### src/hdl/sadp_pkg.sv
// Shared types, character constants and error text for the signed ALU decimal printer.
`timescale 1ns / 1ps

package sadp_pkg;

	localparam int FUNC_W    = 3;
	localparam int OPERAND_W = 32;
	localparam int CHAR_W    = 8;

	typedef enum logic [FUNC_W-1:0] {
		FUNC_ADD = 3'd0,
		FUNC_SUB = 3'd1,
		FUNC_MUL = 3'd2,
		FUNC_DIV = 3'd3,
		FUNC_REM = 3'd4
	} func_t;

	typedef struct packed {
		logic skip;
		logic text;
		logic text_mod;
		logic neg;
	} res_ctl_t;

	localparam logic [CHAR_W-1:0] CHAR_ZERO  = 8'h30;
	localparam logic [CHAR_W-1:0] CHAR_MINUS = 8'h2D;

	localparam int DIV_TEXT_LEN = 23;
	localparam int MOD_TEXT_LEN = 21;
	localparam int TEXT_IDX_W   = 5;

	localparam logic [CHAR_W*DIV_TEXT_LEN-1:0] DIV_TEXT = "Stop : division by zero";
	localparam logic [CHAR_W*MOD_TEXT_LEN-1:0] MOD_TEXT = "Stop : modulo by zero";

	function automatic logic [CHAR_W-1:0] err_char(input logic text_mod,
			input logic [TEXT_IDX_W-1:0] idx);
		logic [CHAR_W-1:0] ch;
		ch = '0;
		if (text_mod) begin
			if (int'(idx) < MOD_TEXT_LEN)
				ch = MOD_TEXT[CHAR_W*(MOD_TEXT_LEN-1-int'(idx)) +: CHAR_W];
		end else begin
			if (int'(idx) < DIV_TEXT_LEN)
				ch = DIV_TEXT[CHAR_W*(DIV_TEXT_LEN-1-int'(idx)) +: CHAR_W];
		end
		return ch;
	endfunction

endpackage

### src/hdl/sadp_if.sv
// Valid/ready channel interfaces: command word in, character word out.
`timescale 1ns / 1ps

interface sadp_in_if
	import sadp_pkg::*;
();
	logic                 valid;
	logic                 ready;
	logic [FUNC_W-1:0]    func;
	logic [OPERAND_W-1:0] operand_a;
	logic [OPERAND_W-1:0] operand_b;

	modport source(output valid, func, operand_a, operand_b, input ready);
	modport sink(input valid, func, operand_a, operand_b, output ready);
endinterface

interface sadp_out_if
	import sadp_pkg::*;
();
	logic              valid;
	logic              ready;
	logic [CHAR_W-1:0] out_char;
	logic              last_char;
	logic              status;

	modport source(output valid, out_char, last_char, status, input ready);
	modport sink(input valid, out_char, last_char, status, output ready);
endinterface

### src/hdl/sadp_alu.sv
// Iterative ALU: bit-serial add/subtract, shift-add multiply, restoring divide.
`timescale 1ns / 1ps

module sadp_alu
	import sadp_pkg::*;
#(
	parameter int DATA_WIDTH = 32
) (
	input  logic                  clk,
	input  logic                  arst_n,
	input  logic                  start,
	input  logic [FUNC_W-1:0]     func,
	input  logic [DATA_WIDTH-1:0] a,
	input  logic [DATA_WIDTH-1:0] b,
	output logic                  done,
	output res_ctl_t              ctl,
	output logic [DATA_WIDTH-1:0] mag
);

	localparam int CNT_W = $clog2(DATA_WIDTH);

	typedef enum logic [1:0] {S_IDLE, S_RUN, S_FIX} state_t;

	state_t                state_q;
	func_t                 op_q;
	logic [DATA_WIDTH-1:0] x_q;
	logic [DATA_WIDTH-1:0] y_q;
	logic [DATA_WIDTH-1:0] acc_q;
	logic [CNT_W-1:0]      cnt_q;
	logic                  cy_q;
	logic                  sa_q;
	logic                  sb_q;
	logic                  done_q;
	res_ctl_t              ctl_q;
	logic [DATA_WIDTH-1:0] mag_q;

	logic [DATA_WIDTH-1:0] a_mag;
	logic [DATA_WIDTH-1:0] b_mag;
	logic                  s_bit;
	logic                  cy_n;
	logic [DATA_WIDTH-1:0] mul_sum;
	logic [DATA_WIDTH:0]   trial;
	logic [DATA_WIDTH-1:0] res_mag;
	logic                  q_nz;
	logic                  q_min;

	assign a_mag   = a[DATA_WIDTH-1] ? (~a + DATA_WIDTH'(1)) : a;
	assign b_mag   = b[DATA_WIDTH-1] ? (~b + DATA_WIDTH'(1)) : b;
	assign s_bit   = x_q[0] ^ y_q[0] ^ cy_q;
	assign cy_n    = (x_q[0] & y_q[0]) | (cy_q & (x_q[0] ^ y_q[0]));
	assign mul_sum = acc_q + (y_q[0] ? x_q : '0);
	assign trial   = {acc_q, x_q[DATA_WIDTH-1]} - {1'b0, y_q};
	assign res_mag = acc_q[DATA_WIDTH-1] ? (~acc_q + DATA_WIDTH'(1)) : acc_q;
	assign q_nz    = |x_q;
	assign q_min   = (x_q == {1'b1, {(DATA_WIDTH-1){1'b0}}});

	always_ff @(posedge clk or negedge arst_n) begin
		if (!arst_n) begin
			state_q <= S_IDLE;
			done_q  <= 1'b0;
		end else begin
			unique case (state_q)
				S_IDLE: begin
					if (start) begin
						op_q  <= func_t'(func);
						sa_q  <= a[DATA_WIDTH-1];
						sb_q  <= b[DATA_WIDTH-1];
						cy_q  <= (func == FUNC_SUB);
						acc_q <= '0;
						cnt_q <= CNT_W'(DATA_WIDTH-1);
						unique case (func_t'(func))
							FUNC_ADD, FUNC_MUL: begin
								x_q     <= a;
								y_q     <= b;
								ctl_q   <= '0;
								done_q  <= 1'b0;
								state_q <= S_RUN;
							end
							FUNC_SUB: begin
								x_q     <= a;
								y_q     <= ~b;
								ctl_q   <= '0;
								done_q  <= 1'b0;
								state_q <= S_RUN;
							end
							FUNC_DIV, FUNC_REM: begin
								x_q <= a_mag;
								y_q <= b_mag;
								if (b == '0) begin
									ctl_q  <= '{skip: 1'b0, text: 1'b1,
										text_mod: (func == FUNC_REM), neg: 1'b0};
									done_q <= 1'b1;
								end else begin
									ctl_q   <= '0;
									done_q  <= 1'b0;
									state_q <= S_RUN;
								end
							end
							default: begin
								ctl_q  <= '{skip: 1'b1, text: 1'b0, text_mod: 1'b0,
									neg: 1'b0};
								done_q <= 1'b1;
							end
						endcase
					end else begin
						done_q <= 1'b0;
					end
				end
				S_RUN: begin
					done_q <= 1'b0;
					unique case (op_q)
						FUNC_ADD, FUNC_SUB: begin
							acc_q <= {s_bit, acc_q[DATA_WIDTH-1:1]};
							x_q   <= x_q >> 1;
							y_q   <= y_q >> 1;
							cy_q  <= cy_n;
						end
						FUNC_MUL: begin
							acc_q <= mul_sum;
							x_q   <= x_q << 1;
							y_q   <= y_q >> 1;
						end
						FUNC_DIV, FUNC_REM: begin
							if (!trial[DATA_WIDTH]) begin
								acc_q <= trial[DATA_WIDTH-1:0];
								x_q   <= {x_q[DATA_WIDTH-2:0], 1'b1};
							end else begin
								acc_q <= {acc_q[DATA_WIDTH-2:0], x_q[DATA_WIDTH-1]};
								x_q   <= {x_q[DATA_WIDTH-2:0], 1'b0};
							end
						end
						default: ;
					endcase
					if (cnt_q == '0)
						state_q <= S_FIX;
					else
						cnt_q <= cnt_q - CNT_W'(1);
				end
				S_FIX: begin
					unique case (op_q)
						FUNC_DIV: begin
							mag_q     <= x_q;
							ctl_q.neg <= ((sa_q ^ sb_q) && q_nz) || q_min;
						end
						FUNC_REM: begin
							mag_q     <= acc_q;
							ctl_q.neg <= sa_q && (|acc_q);
						end
						default: begin
							mag_q     <= res_mag;
							ctl_q.neg <= acc_q[DATA_WIDTH-1];
						end
					endcase
					done_q  <= 1'b1;
					state_q <= S_IDLE;
				end
				default: begin
					done_q  <= 1'b0;
					state_q <= S_IDLE;
				end
			endcase
		end
	end

	assign done = done_q;
	assign ctl  = ctl_q;
	assign mag  = mag_q;

endmodule

### src/hdl/sadp_emit.sv
// Double-dabble decimal conversion and an output register giving one character per cycle while chr is ready.
`timescale 1ns / 1ps

module sadp_emit
	import sadp_pkg::*;
#(
	parameter int DATA_WIDTH = 32
) (
	input  logic                  clk,
	input  logic                  arst_n,
	input  logic                  start,
	input  res_ctl_t              ctl,
	input  logic [DATA_WIDTH-1:0] mag,
	sadp_out_if.source            chr
);

	localparam int NUM_DIG = (DATA_WIDTH * 30103) / 100000 + 1;
	localparam int BCD_W   = 4 * NUM_DIG;
	localparam int DIG_W   = $clog2(NUM_DIG);
	localparam int CNT_W   = $clog2(DATA_WIDTH);

	typedef enum logic [2:0] {E_IDLE, E_CONV, E_SKIP, E_SIGN, E_DIGIT, E_TEXT} state_t;

	state_t                  state_q;
	logic [DATA_WIDTH-1:0]   bin_q;
	logic [BCD_W-1:0]        bcd_q;
	logic [CNT_W-1:0]        cnt_q;
	logic [DIG_W-1:0]        dig_q;
	logic                    neg_q;
	logic                    mod_q;
	logic [TEXT_IDX_W-1:0]   idx_q;
	logic                    vld_q;
	logic [CHAR_W-1:0]       char_q;
	logic                    last_q;
	logic                    stat_q;

	logic [BCD_W-1:0] bcd_adj;
	logic [3:0]       top_dig;
	logic             slot;
	logic             text_last;
	logic             emit_word;

	always_comb begin
		for (int i = 0; i < NUM_DIG; i++) begin
			bcd_adj[4*i +: 4] = (bcd_q[4*i +: 4] >= 4'd5) ? (bcd_q[4*i +: 4] + 4'd3)
				: bcd_q[4*i +: 4];
		end
	end

	assign top_dig   = bcd_q[BCD_W-1 -: 4];
	assign slot      = !vld_q || chr.ready;
	assign text_last = (idx_q == (mod_q ? TEXT_IDX_W'(MOD_TEXT_LEN-1)
		: TEXT_IDX_W'(DIV_TEXT_LEN-1)));
	assign emit_word = slot && (state_q == E_SIGN || state_q == E_DIGIT
		|| state_q == E_TEXT);

	always_ff @(posedge clk or negedge arst_n) begin
		if (!arst_n) begin
			state_q <= E_IDLE;
			vld_q   <= 1'b0;
		end else begin
			vld_q <= emit_word || (vld_q && !chr.ready);
			unique case (state_q)
				E_IDLE: begin
					if (start) begin
						neg_q <= ctl.neg;
						mod_q <= ctl.text_mod;
						idx_q <= '0;
						bin_q <= mag;
						bcd_q <= '0;
						cnt_q <= CNT_W'(DATA_WIDTH-1);
						state_q <= ctl.text ? E_TEXT : E_CONV;
					end
				end
				E_CONV: begin
					bcd_q <= {bcd_adj[BCD_W-2:0], bin_q[DATA_WIDTH-1]};
					bin_q <= bin_q << 1;
					if (cnt_q == '0) begin
						dig_q   <= DIG_W'(NUM_DIG-1);
						state_q <= E_SKIP;
					end else begin
						cnt_q <= cnt_q - CNT_W'(1);
					end
				end
				E_SKIP: begin
					if (top_dig == 4'd0 && dig_q != '0) begin
						bcd_q <= bcd_q << 4;
						dig_q <= dig_q - DIG_W'(1);
					end else begin
						state_q <= neg_q ? E_SIGN : E_DIGIT;
					end
				end
				E_SIGN: begin
					if (slot) begin
						char_q  <= CHAR_MINUS;
						last_q  <= 1'b0;
						stat_q  <= 1'b0;
						state_q <= E_DIGIT;
					end
				end
				E_DIGIT: begin
					if (slot) begin
						char_q <= CHAR_ZERO + CHAR_W'(top_dig);
						last_q <= (dig_q == '0);
						stat_q <= 1'b0;
						bcd_q  <= bcd_q << 4;
						if (dig_q == '0)
							state_q <= E_IDLE;
						else
							dig_q <= dig_q - DIG_W'(1);
					end
				end
				E_TEXT: begin
					if (slot) begin
						char_q <= err_char(mod_q, idx_q);
						last_q <= text_last;
						stat_q <= 1'b1;
						idx_q  <= idx_q + TEXT_IDX_W'(1);
						if (text_last)
							state_q <= E_IDLE;
					end
				end
				default: state_q <= E_IDLE;
			endcase
		end
	end

	assign chr.valid     = vld_q;
	assign chr.out_char  = char_q;
	assign chr.last_char = last_q;
	assign chr.status    = stat_q;

endmodule

### src/hdl/signed_alu_decimal_printer.sv
// Top level: signed ALU with decimal ASCII character output.
//
//   channel | modport | word
//   cmd     | sink    | func, operand_a, operand_b
//   chr     | source  | out_char, last_char, status
//
// One command at a time; cmd.ready is high only while no word is in flight.
// Number, accept to next accept: the ALU loads, iterates and fixes up the sign, hands off to
// the emitter, which runs double-dabble, skips leading zeros, sends an optional minus sign
// and the digits, and frees cmd when the last character is taken.
// Zero divisor: error text replaces the digits. Unused func codes: no output. Stalls on chr
// hold the output register. Reset clears states, done, valid and busy; no memory to clear.
`timescale 1ns / 1ps

module signed_alu_decimal_printer
	import sadp_pkg::*;
#(
	parameter int DATA_WIDTH = 32
) (
	input  logic        clk,
	input  logic        arst_n,
	sadp_in_if.sink     cmd,
	sadp_out_if.source  chr
);

	logic                  busy_q;
	logic                  start;
	logic                  alu_done;
	res_ctl_t              alu_ctl;
	logic [DATA_WIDTH-1:0] alu_mag;
	logic                  last_take;

	assign cmd.ready = !busy_q;
	assign start     = cmd.valid && cmd.ready;
	assign last_take = chr.valid && chr.ready && chr.last_char;

	always_ff @(posedge clk or negedge arst_n) begin
		if (!arst_n) begin
			busy_q <= 1'b0;
		end else begin
			if (start)
				busy_q <= 1'b1;
			else if ((alu_done && alu_ctl.skip) || last_take)
				busy_q <= 1'b0;
		end
	end

	sadp_alu #(
		.DATA_WIDTH(DATA_WIDTH)
	) u_alu (
		.clk   (clk),
		.arst_n(arst_n),
		.start (start),
		.func  (cmd.func),
		.a     (cmd.operand_a[DATA_WIDTH-1:0]),
		.b     (cmd.operand_b[DATA_WIDTH-1:0]),
		.done  (alu_done),
		.ctl   (alu_ctl),
		.mag   (alu_mag)
	);

	sadp_emit #(
		.DATA_WIDTH(DATA_WIDTH)
	) u_emit (
		.clk   (clk),
		.arst_n(arst_n),
		.start (alu_done && !alu_ctl.skip),
		.ctl   (alu_ctl),
		.mag   (alu_mag),
		.chr   (chr)
	);

`ifndef SYNTHESIS
	a_valid_busy: assert property (@(posedge clk) disable iff (!arst_n)
		chr.valid |-> busy_q)
		else $error("output word while no command in flight");

	a_done_empty: assert property (@(posedge clk) disable iff (!arst_n)
		alu_done |-> !chr.valid)
		else $error("ALU result while output register still full");

	a_last_frees: assert property (@(posedge clk) disable iff (!arst_n)
		last_take |=> !busy_q)
		else $error("busy held after last character taken");
`endif

endmodule
### src/flat_wrapper.sv
// flat-port wrapper written by rule: the top's interface ports become plain ports
module signed_alu_decimal_printer_flat import sadp_pkg::*;
#(
	parameter int DATA_WIDTH = 32
)
  (clk, arst_n, cmd_valid, cmd_func, cmd_operand_a, cmd_operand_b, cmd_ready, chr_valid, chr_out_char, chr_last_char, chr_status, chr_ready);
  sadp_in_if cmd_i ();
  sadp_out_if chr_i ();
  input  logic clk;
  input  logic arst_n;
  input wire logic [$bits(cmd_i.valid)-1:0] cmd_valid;
  input wire logic [$bits(cmd_i.func)-1:0] cmd_func;
  input wire logic [$bits(cmd_i.operand_a)-1:0] cmd_operand_a;
  input wire logic [$bits(cmd_i.operand_b)-1:0] cmd_operand_b;
  output wire logic [$bits(cmd_i.ready)-1:0] cmd_ready;
  output wire logic [$bits(chr_i.valid)-1:0] chr_valid;
  output wire logic [$bits(chr_i.out_char)-1:0] chr_out_char;
  output wire logic [$bits(chr_i.last_char)-1:0] chr_last_char;
  output wire logic [$bits(chr_i.status)-1:0] chr_status;
  input wire logic [$bits(chr_i.ready)-1:0] chr_ready;
  assign cmd_i.valid = cmd_valid;
  assign cmd_i.func = cmd_func;
  assign cmd_i.operand_a = cmd_operand_a;
  assign cmd_i.operand_b = cmd_operand_b;
  assign cmd_ready = cmd_i.ready;
  assign chr_valid = chr_i.valid;
  assign chr_out_char = chr_i.out_char;
  assign chr_last_char = chr_i.last_char;
  assign chr_status = chr_i.status;
  assign chr_i.ready = chr_ready;
  signed_alu_decimal_printer #(.DATA_WIDTH(DATA_WIDTH)) u_core (.clk(clk), .arst_n(arst_n), .cmd(cmd_i), .chr(chr_i));
endmodule
### config.mk
export PLATFORM = sky130hd
export DESIGN_NAME = signed_alu_decimal_printer_flat
export DESIGN_NICKNAME = d
export VERILOG_FILES = /design/src/hdl/sadp_pkg.sv /design/src/hdl/sadp_if.sv /design/src/hdl/sadp_alu.sv /design/src/hdl/sadp_emit.sv /design/src/hdl/signed_alu_decimal_printer.sv /design/src/flat_wrapper.sv
export SDC_FILE = /design/constraint.sdc
export NUM_CORES = 1
export LEC_CHECK = 0
export ABC_AREA = 1
export BUFFER_PORTS_ARGS = -buffer_cell sky130_fd_sc_hd__buf_2
export CAP_MARGIN = 20
export CORE_UTILIZATION = 45
export CTS_CLUSTER_DIAMETER = 40
export CTS_CLUSTER_SIZE = 30
export DETAILED_ROUTE_END_ITERATION = 10
export HOLD_SLACK_MARGIN = 0.03
export PLACE_DENSITY = 0.69
export SYNTH_ARGS = -nofsm -noshare
export SYNTH_HDL_FRONTEND = slang
export SYNTH_HIERARCHICAL = 1
export SYNTH_SLANG_ARGS = --single-unit
### constraint.sdc
create_clock -name clk -period 13.3 [get_ports clk]
set_clock_uncertainty 0.2 [all_clocks]
set_input_delay 2.66 -clock clk [delete_from_list [all_inputs] [get_ports clk]]
set_output_delay 2.66 -clock clk [all_outputs]
set_load 0.01 [all_outputs]
# After elaboration in Yosys (flattened, before gate mapping)
# Cells that the tools add are included.
[totals] reg_bits=249 elab_cells=269
[op_classes] n_addsub=22 n_lt_le_gt_ge=12 eq_ne=38 shifts=2 muxes=92 n_bitwise=9 reduce_logical=66
[op_table] operator="32-bit one-hot mux with 2 select lines" count=6
[op_table] operator="32-bit 2-to-1 mux" count=10
[op_table] operator="32-bit one-hot mux with 3 select lines" count=3
[op_table] operator="184-bit by 9-bit variable part select with 8-bit output, first input constant" count=1
[op_table] operator="168-bit by 9-bit variable part select with 8-bit output, first input constant" count=1
[op_table] operator="40-bit one-hot mux with 4 select lines" count=1
[op_table] operator="40-bit 2-to-1 mux" count=3
[op_table] operator="32-bit by 1-bit adder with 32-bit output, second input constant" count=3
[op_table] operator="32-bit inverter" count=3
[op_table] operator="32-bit OR reduction" count=2
[op_table] operator="4-bit 2-to-1 mux" count=13
[op_table] operator="8-bit 2-to-1 mux" count=6
[op_table] operator="4-bit by 3-bit >= comparator with 1-bit output, second input constant" count=10
[op_table] operator="4-bit by 2-bit adder with 4-bit output, second input constant" count=9
[op_table] operator="3-bit 2-to-1 mux" count=12
[op_table] operator="33-bit by 32-bit subtractor with 33-bit output" count=1
[op_table] operator="32-bit adder" count=1
[op_table] operator="32-bit == test, second input constant" count=1
[op_table] operator="32-bit logical NOT" count=1
[op_table] operator="5-bit 2-to-1 mux" count=6
[op_table] operator="5-bit one-hot mux with 2 select lines" count=3
[op_table] operator="4-bit AND reduction" count=7
[op_table] operator="2-bit != test, second input constant" count=13
[op_table] operator="8-bit one-hot mux with 3 select lines" count=1
[op_table] operator="46 further kinds" count=124

# Depth between registers and ports, before layout
# Gate-level depths: netlist of the first run.
[depth] word_depth=6 depth_mapped=19 ltp_nobuf=19

# Hierarchy
# Netlist of the first run, hierarchy kept.
[modules_own_cells] module="sadp_alu" n_inst=1 cells_per_inst=2400 area_per_inst_um2=15249.6 seq_area_each_um2=4369.2
[modules_own_cells] module="sadp_emit" n_inst=1 cells_per_inst=772 area_per_inst_um2=6294.8 seq_area_each_um2=3012.9
[modules_own_cells] module="signed_alu_decimal_printer" n_inst=1 cells_per_inst=10 area_per_inst_um2=63.8 seq_area_each_um2=25.0

# Worst setup path after synthesis of the first run
# Ideal clock, no wire load.
[synth_path] kind="input-to-reg" startpoint="input chr_ready" endpoint="register u_core.u_emit.bcd_q[0] (enable)" t_arrival_ns=7.302 required_time_ns=12.538 setup_slack_ns=5.236 cell_stages=4 path_buffers=0 cell_sequence="nor2_1 nand2_1 nand2_1 a2111oi_1"
[synth_between] elab_chain_cells=3
[synth_rtl] element="from (decl)" line_no="flat_wrapper.sv:20" rtl="input wire logic [$bits(chr_i.ready)-1:0] chr_ready;"
[synth_rtl] element="1-bit logical OR" line_no="sadp_emit.sv:51" rtl="assign slot = !vld_q || chr.ready;"
[synth_rtl] element="2-bit != test (no source line)"
[synth_rtl] element="5-bit AND reduction (no source line)"
[synth_rtl] element="to (signal assigned)" line_no="sadp_emit.sv:76" rtl="bcd_q <= {bcd_adj[BCD_W-2:0], bin_q[DATA_WIDTH-1]};"
[synth_rtl] element="to (signal assigned)" line_no="sadp_emit.sv:87" rtl="bcd_q <= bcd_q << 4;"
[synth_rtl] element="to (signal assigned)" line_no="sadp_emit.sv:106" rtl="bcd_q <= bcd_q << 4;"
[synth_rtl] element="to (decl)" line_no="sadp_emit.sv:26" rtl="logic [BCD_W-1:0] bcd_q;"
# No other way between the ends.
# A chain may end at the register's enable or synchronous reset.

# Worst setup path in the final report of the first run
[layout_path] startpoint="input cmd_func[1]" endpoint="register u_core.u_alu.x_q[26] (data pin)"
[layout_between] elab_chain_cells=5 elab_cells_between_ends=10 classes_between="4 x eq/ne; 3 x mux; 3 x reduce/logical"
[layout_rtl] element="from (decl)" line_no="flat_wrapper.sv:12" rtl="input wire logic [$bits(cmd_i.func)-1:0] cmd_func;"
[layout_rtl] element="3-bit by 1-bit == test with 1-bit output (tied with other cells)" line_no="sadp_alu.sv:71" rtl="unique case (func_t'(func))"
[layout_rtl] element="3-bit OR reduction (no source line) / 2-bit OR reduction (equally long branches)"
[layout_rtl] element="32-bit one-hot mux with 2 select lines *" line_no="sadp_alu.sv:71"
[layout_rtl] element="32-bit 2-to-1 mux *" line_no="sadp_alu.sv:64" rtl="if (start) begin"
[layout_rtl] element="32-bit one-hot mux with 2 select lines *" line_no="sadp_alu.sv:62" rtl="unique case (state_q)"
[layout_rtl] element="to (signal assigned)" line_no="sadp_alu.sv:87" rtl="x_q <= a_mag;"
[layout_rtl] element="to (signal assigned)" line_no="sadp_alu.sv:114" rtl="x_q <= x_q >> 1;"
[layout_rtl] element="to (signal assigned)" line_no="sadp_alu.sv:120" rtl="x_q <= x_q << 1;"
[layout_rtl] element="to (decl)" line_no="sadp_alu.sv:26" rtl="logic [DATA_WIDTH-1:0] x_q;"
# Mark *: on every way between the ends. The rest lies on a longest branch, timed or not. The select of a mux whose other input is x is not followed.

==> out/metrics.cfg, run 1 <==
[outcome]
outcome=finished, final reports clean

[yosys]
synth_cells=3182
seq_area_frac_synth_pct=34.3
synth_edf_count=240
ys_ff_latch=248
synth_area_um2=21600
syn_nets=3352
ys_warn_count=6
synth_cell_types=60
syn_avg_cell_area_um2=6.79
synth_ff_type=edfxtp_1
async_flop_share_pct=3.23

[timing]
max_slew_margin_pct=25.2
hold_viol_final=0
period_needed_ps=4830
rsz0062_at_grt=no
fin_setup_tns_ps=0
post-route-period-util_pct=36.3
setup_viol=0
slew_violations=0
fin_ws_ps=8470
worstMarginPinSlew_ps=1120
fmax_ghz=0.207

[routing]
top_layer=met4
met2WireLength_um=28400
wl_per_cell_um=17.4
wl_met3_um=5700
vias_per_cell=5.50
drt_iter0_drc=2173
drtAntennaViolNets=0
drc=0
num_vias=21400
drt-pass1-iter-count=5
finalWirelength_um=67500
wl_met1_um=30000

[die]
die_h_um=221
start_util_pct=46.0
chipWidth_um=221
num_rows=79
core-area_um2=47000
die-area_um2=48900
io_pins=83

[layout]
final_nets=3407
area_delta_synth_final_pct=11.6
fill_cells=4702
drive_above_1_share_pct=8.82
diodes=0
fin_cells=3885

[clock_network]
cts_tree=yes
htree_num_levels=2
cts_buffers=49
clk_latency_ps=600
cts_root_buf=clkbuf_16
clk_pin_slew_ps=60
postCtsHoldBufs=0
cts_setup_buffers=0
cts.sinks=248
cts_buffer_depth=3
postCtsResizedCells=0

[worst_hold_path]
hold_class=flop to flop

[power]
finalPower_w=0.00513
pwr_density_cell_nw_per_um2=213
cellLeakagePower_nw=11.3
peakVddDrop_uv=140

[setup_path]
crit_type=input pin to flop
cp_max_fo=31
crit_required_ps=13440
crit_path_start_kind=input pin
critical_path_arrival_ps=4970
setup.worst_path.end_class=flop

[global_route]
antenna_found_initial=1
grt_start_max_net_pins=87
grt_pass1_wl_um=105000
gr-total-overflow=0
grt_pass1_vias=18900
track_usage_pct=27.1

[placement]
place_inst=3792
dp_hpwl_um=51300
finalWeightedCongestion=1.03
port_buffers=81
pre_cts_ws_ps=7860

[run]
cap_violations=0

[sequential cells by signal (all words and copies together) (netlist names), 4 cells and up]
register                    cells
u_core/u_alu/ctl                4
u_core/u_alu/cnt_q              5
u_core/u_emit/bin_q            32
u_core/u_alu/x_q               32
u_core/u_emit/dig_q             4
u_core/u_alu/y_q               32
u_core/u_alu/acc_q             32
u_core/u_emit/idx_q             5
u_core/u_emit/bcd_q            40
u_core/u_emit/cnt_q             5
u_core/u_emit/chr.out_char      7
u_core/u_alu/mag               32
[report_power, final]
part | switching, W | total (W) | internal, W
logic | 0.00173 | 0.00250 | 0.000773
clock network | 0.000467 | 0.00122 | 0.000751
registers | 0.000218 | 0.00141 | 0.00119
total | 0.00241 | 0.00513 | 0.00271
[path summary, 6_finish.rpt]
path,startpoint,to,slack [ps],cells past startpoint
min in group asynchronous,arst_n,u_core/u_alu/state_q[0]$_DFFE_PN0P_,1790,1
max reg2reg,u_core/u_alu/op_q[1]$_DFFE_PP_,u_core/u_alu/x_q[10]$_DFFE_PP_,9310,9
max,cmd_func[1],u_core/u_alu/x_q[26]$_DFFE_PP_,8470,14
max in group asynchronous,arst_n,u_core/u_emit/chr.valid$_DFF_PN0_,10810,1
min,u_core/u_alu/mag[0]$_DFFE_PP_,u_core/u_emit/bin_q[0]$_SDFFCE_PP0P_,300,2
min reg2reg,u_core/u_alu/mag[0]$_DFFE_PP_,u_core/u_emit/bin_q[0]$_SDFFCE_PP0P_,300,2
[Yosys cell counts, types with 5 or more instances]
library cell | number | share of area (%)
nand2_2 | 24 | 0.69
clkbuf_1 | 47 | 0.82
nand4_1 | 45 | 1.3
edfxtp_1 | 240 | 33
o32ai_1 | 6 | 0.24
nor4_1 | 11 | 0.32
nor3_2 | 6 | 0.28
inv_2 | 22 | 0.38
buf_1 | 7 | 0.12
nand3_1 | 268 | 6.2
nor2_2 | 12 | 0.35
inv_1 | 486 | 8.4
nand2_1 | 874 | 15
buf_4 | 6 | 0.21
ha_1 | 96 | 5.6
xnor2_1 | 20 | 0.81
buf_6 | 8 | 0.42
xor2_1 | 22 | 0.89
o221ai_1 | 25 | 1.0
dfrtp_1 | 8 | 0.93
o211ai_1 | 23 | 0.80
o22ai_1 | 23 | 0.67
o21ai_0 | 234 | 5.4
o21ai_1 | 20 | 0.46
buf_2 | 21 | 0.49
nor3_1 | 44 | 1.0
or2_2 | 14 | 0.41
nor2_1 | 279 | 4.8
nor2_4 | 5 | 0.26
nand3b_1 | 13 | 0.45
o21bai_1 | 11 | 0.38
a21oi_1 | 201 | 4.7
[layout by cell type, fill, tap and decap left out, types with 7 or more instances in the layout]
cell / synthesis / routed
o21ai_1: 20 / 20
nand3_1: 268 / 268
dfrtp_1: 8 / 8
xor2_1: 22 / 22
nor3_1: 44 / 44
clkbuf_16: 0 / 49
inv_1: 486 / 486
ha_1: 96 / 96
buf_2: 21 / 81
nor4_1: 11 / 11
o221ai_1: 25 / 25
nand2_1: 874 / 873
o21bai_1: 11 / 10
nor2_4: 5 / 7
nand4_1: 45 / 45
nand3b_1: 13 / 13
edfxtp_1: 240 / 240
clkinv_1: 1 / 7
clkinvlp_4: 0 / 8
o22ai_1: 23 / 23
inv_2: 22 / 22
xnor2_1: 20 / 20
nor2_2: 12 / 12
nand2_2: 24 / 24
nor2_1: 279 / 277
or2_2: 14 / 14
a21oi_1: 201 / 200
buf_4: 6 / 17
o21ai_0: 234 / 234
o211ai_1: 23 / 23
[critical path: stages]
cell     delay, ps
buf_2          130
nor2_1         130
nor2_2          80
nor2_2          70
buf_4          310
inv_1           70
buf_4          210
nor2_4         450
inv_2          270
or2_2          330
nand2_1         80
nand2_1         50
nand2_1         50
o21ai_1         60
[per-layer routing]
metal	vias up	global-route usage [%]
met2	889	40.3
met3	156	3.56
li1	10700	-
met4	0	13.6
met5	-	0
met1	9648	38.6
[area by class of cell]
cell class / instances / area, µm² / area share (%)
multi-input combinational: 2329 / 11800 / 49.1
sequential: 248 / 7410 / 30.7
inverter: 510 / 1920 / 7.95
clock buffer: 51 / 1230 / 5.12
tap: 607 / 759 / 3.15
timing repair buffer: 99 / 541 / 2.24
clock inverter: 41 / 424 / 1.76
[through the flow]
step           hold WS (ps)  utilization (%)  cell area, µm²
6_report                298             51.3           24100
3_3_place_gp            291             47.8           22400
4_1_cts                 302             51.3           24100
2_1_floorplan           200                -           21600
3_5_place_dp            293             47.8           22400
5_1_grt                 320             51.3           24100
[logic make-up (layout without fill, tap and decap cells)]
family	count (synthesis)	after routing	synth area share, %
xor gates and xnor gates	42	42	1.70
buffers and inverters	605	701	11.3
AOI/OAI and AO/OA	580	580	15.0
other	1	1	0.0174
adders and majority gates	99	99	5.84
and+or+nand+nor	1605	1605	31.8
muxes	2	2	0.0926
DFF	248	248	34.3
Note: power is estimated with default switching activity, not from simulation.
==> run 2, diff against run 1 <==
--- a/config.mk
+++ b/config.mk
@@ -5,7 +5,7 @@
 export SDC_FILE = /design/constraint.sdc
 export NUM_CORES = 1
 export LEC_CHECK = 0
-export ABC_AREA = 1
+export ABC_AREA = 0
 export BUFFER_PORTS_ARGS = -buffer_cell sky130_fd_sc_hd__buf_2
 export CAP_MARGIN = 20
 export CORE_UTILIZATION = 45
==> constraint.sdc (replaced) <==
create_clock -name clk -period 4.7 [get_ports clk]
set_clock_uncertainty 0.2 [all_clocks]
set_input_delay 0.94 -clock clk [delete_from_list [all_inputs] [get_ports clk]]
set_output_delay 0.94 -clock clk [all_outputs]
set_load 0.01 [all_outputs]
==> run 2 against run 1 <==
Compared with the run above:
- via count fell by 16%
- sequential share of layout area grew 3.0 points
- sequential power rose to 2.7 times the previous value
- utilization rose by 0.61 points
- final cell count shrank 24%
- critical path type is now flop to flop
- register-to-register slack got worse by 9000 ps
- first-iteration DRC count fell by 32%
==> out/metrics.cfg, run 2 <==
[outcome]
outcome=finished, final reports clean

[yosys]
synth_cell_types=85  ; +42%
synth.area.top_cells=edfxtp_1, nand2_1, ha_1
ys_warn_count=6  ; unchanged
syn_nets=2469  ; -26%
ys_ff_latch=248  ; unchanged
synth_cells=2299  ; -28%
synth_top_family_by_area=compound AO/OA/AOI/OAI gates
synthSimpleGateAreaFrac_pct=20.8  ; -11 points
synthAdderAreaFrac_pct=6.51  ; +0.67 points
synth_compound_area_share_pct=22.2  ; +7.2 points
synth_edf_count=240  ; unchanged
seq_area_frac_synth_pct=38.2  ; +4.0 points
syn_avg_cell_area_um2=8.43  ; +24%
synth_xor_area_share_pct=6.91  ; +5.2 points
synth_top_area_share_pct=37.2  ; +3.8 points
yosysTopAreaCell=edfxtp_1
synth_commonest_cells=nand2_1, edfxtp_1, o21ai_0
async_flop_share_pct=3.23  ; unchanged
synth_area_um2=19400  ; -10%
yosysMostFrequentCell=nand2_1
synth_ff_type=edfxtp_1
synthMuxAreaShare_pct=0.878  ; +0.79 points

[global_route]
grt_pass1_vias=17100  ; -9.7%
grt_pass1_wl_um=89400  ; -15%
track_usage_pct=25.4  ; -1.8 points
gr-total-overflow=0  ; unchanged
antenna_found_initial=2  ; +1
grt_start_max_net_pins=67  ; -23%

[setup_path]
crit_type=flop to flop
cp_common_cell=a21oi_1
cpPeakStageDelay_ps=540  ; +90 ps
crit_path_start_kind=flop
critical_path_arrival_ps=4640  ; -330 ps
crit_required_ps=4910  ; -8530 ps
cp_max_fo=16  ; -48%
cp_slowest_cell=nand3_1
setup.worst_path.end_class=flop
crit_chain=inv_1 -> ha_1 -> fa_1 -> nand2b_1 -> a21oi_1 -> o211ai_1 -> a211oi_1 -> o22ai_1 -> o31ai_1 -> nand3_1 -> a21boi_0 -> o21ai_0 -> a21oi_1

[routing]
drtAntennaViolNets=0  ; unchanged
num_vias=17900  ; -16%
vias_per_cell=6.09  ; +11%
wl_per_cell_um=19.2  ; +10%
drc=0  ; unchanged
drt_iter0_drc=1479  ; -32%
finalWirelength_um=56300  ; -17%
drt-pass1-iter-count=8  ; +3

[die]
num_rows=75  ; -5.1%
core-area_um2=42200  ; -10%
die_h_um=209  ; -5.3%
die-area_um2=43900  ; -10%
io_pins=83  ; unchanged
chipWidth_um=209  ; -5.3%
start_util_pct=45.9  ; -0.14 points

[power]
peakVddDrop_uv=489  ; +250%
pwr-share-seq_pct=30.4  ; +3.0 points
swShare_pct=42.5  ; -4.6 points
p_clk_share_pct=25.1  ; +1.3 points
p_comb_share_pct=44.5  ; -4.3 points
internal-power_w=0.00721  ; +170%
pwr_density_cell_nw_per_um2=572  ; +170%
p_sw_w=0.00533  ; +120%
cellLeakagePower_nw=8.57  ; -24%

[clock_network]
cts.sinks=248  ; unchanged
postCtsResizedCells=0  ; unchanged
clk_pin_slew_ps=50  ; about the same
htree_num_levels=2  ; unchanged
cts_tree=yes
cts_setup_buffers=0  ; unchanged
cts_root_buf=clkbuf_16
clk_latency_ps=570  ; -30 ps
cts_buffer_depth=3  ; unchanged
cts_buffers=43  ; -12%
postCtsHoldBufs=0  ; unchanged

[timing]
fin_setup_tns_ps=0  ; unchanged
hold_viol_final=0  ; unchanged
fin_ws_ps=263  ; -8200 ps
slew_violations=0  ; unchanged
max_slew_margin_pct=34.6  ; +9.4 points
worstMarginPinSlew_ps=982  ; -139 ps
rsz0062_at_grt=no
setup_viol=0  ; unchanged
fmax_ghz=0.225
period_needed_ps=4440
post-route-period-util_pct=94.4

[layout]
final_nets=2530  ; -26%
diodes=0  ; unchanged
final_cell_mix=nand2_1, edfxtp_1, o21ai_0, a21oi_1, nor2_1
final_common_cell=nand2_1
final_cell_area_um2=21900  ; -9.0%
area_delta_synth_final_pct=13.2
fin_util_pct=52.0  ; +0.61 points
fill_cells=3965  ; -16%
multi_input_area_um2=11200  ; -5.5%
seq_area_um2=7410  ; unchanged
largest_reg_flops=40  ; unchanged
regMostFlops=u_core/u_emit/bcd_q
fin_cells=2934  ; -24%
drive_above_1_share_pct=10.1  ; +1.3 points

[placement]
pre_cts_ws_ps=249  ; -7610 ps
port_buffers=81  ; unchanged
dp_hpwl_um=40500  ; -21%
finalWeightedCongestion=0.943  ; -8.4%
dpl_cell_area_um2=20400  ; -8.9%
place_inst=2853  ; -25%

[run]
cap_violations=0  ; unchanged

[worst_hold_path]
hold_class=input pin to async pin

==> run 2: area by class of cell <==
type / count / area share [%]
well taps: 539 / 3.07
clock buffers: 50 / 5.12
flip-flops and latches: 248 / 33.8
multi-input cells: 1832 / 50.9
repair buffers: 135 / 3.84
inverters: 100 / 1.71
clock inverters: 30 / 1.59
==> run 2: final timing paths <==
path,startpoint,endpoint,slack (ps),depth (start not counted)
worst max-delay path,u_core/u_alu/x_q[31]$_DFFE_PP_,u_core/u_alu/acc_q[4]$_SDFFCE_PN0P_,260,13
worst min-delay path,arst_n,u_core/u_emit/chr.valid$_DFF_PN0_,60,1
worst max register to register,u_core/u_alu/x_q[31]$_DFFE_PP_,u_core/u_alu/acc_q[4]$_SDFFCE_PN0P_,260,13
worst min register to register,u_core/u_alu/ctl[0]$_DFFE_PP_,u_core/u_emit/neg_q$_DFFE_PP_,220,0
max in group asynchronous,arst_n,u_core/u_alu/state_q[0]$_DFFE_PN0P_,3990,1
min in group clk,u_core/u_alu/ctl[0]$_DFFE_PP_,u_core/u_emit/neg_q$_DFFE_PP_,220,0
==> run 2: kinds of logic (layout without fill, tap and decap cells) <==
kind of cell,after synthesis,in the layout
flip-flops,248,248
adder cells (fa/ha/maj),99,99
AND/OR/NAND/NOR,859,859
other,1,1
buffers and inverters,219,315
AO/OA/AOI/OAI,704,704
multiplexers,17,17
XOR/XNOR,152,152
==> run 2: layer usage <==
metal	wire length [µm]	track usage [%]	vias to the layer above
met5	0	0	-
met4	2940	13.8	0
met3	3930	4.11	169
met2	26400	42.0	707
met1	23000	31.8	8433
li1	-	-	8550
==> run 2: power groups by stage <==
stage          logic (W)  clock network, W  registers, W
3_5_place_dp     0.00548                 0       0.00382
2_1_floorplan    0.00401                 0       0.00359
4_1_cts          0.00550           0.00321       0.00378
5_1_grt          0.00616           0.00330       0.00385
3_3_place_gp     0.00534                 0       0.00381
6_report         0.00558           0.00315       0.00381
==> run 2: worst max-delay path: cells and delay by family, from the launching register on <==
family / cells / cell delay (ps)
compound gates: 8 / 2170
buf+inv: 1 / 100
simple gates: 2 / 740
fa+ha+maj: 2 / 660
flops: 1 / 420
==> run 2: stage by stage <==
step	power, W	hold slack [ps]
3_3_place_gp	0.00915	209
4_1_cts	0.0125	38.6
3_5_place_dp	0.00930	214
5_1_grt	0.0133	59.7
6_report	0.0125	61.7
2_1_floorplan	0.00760	200
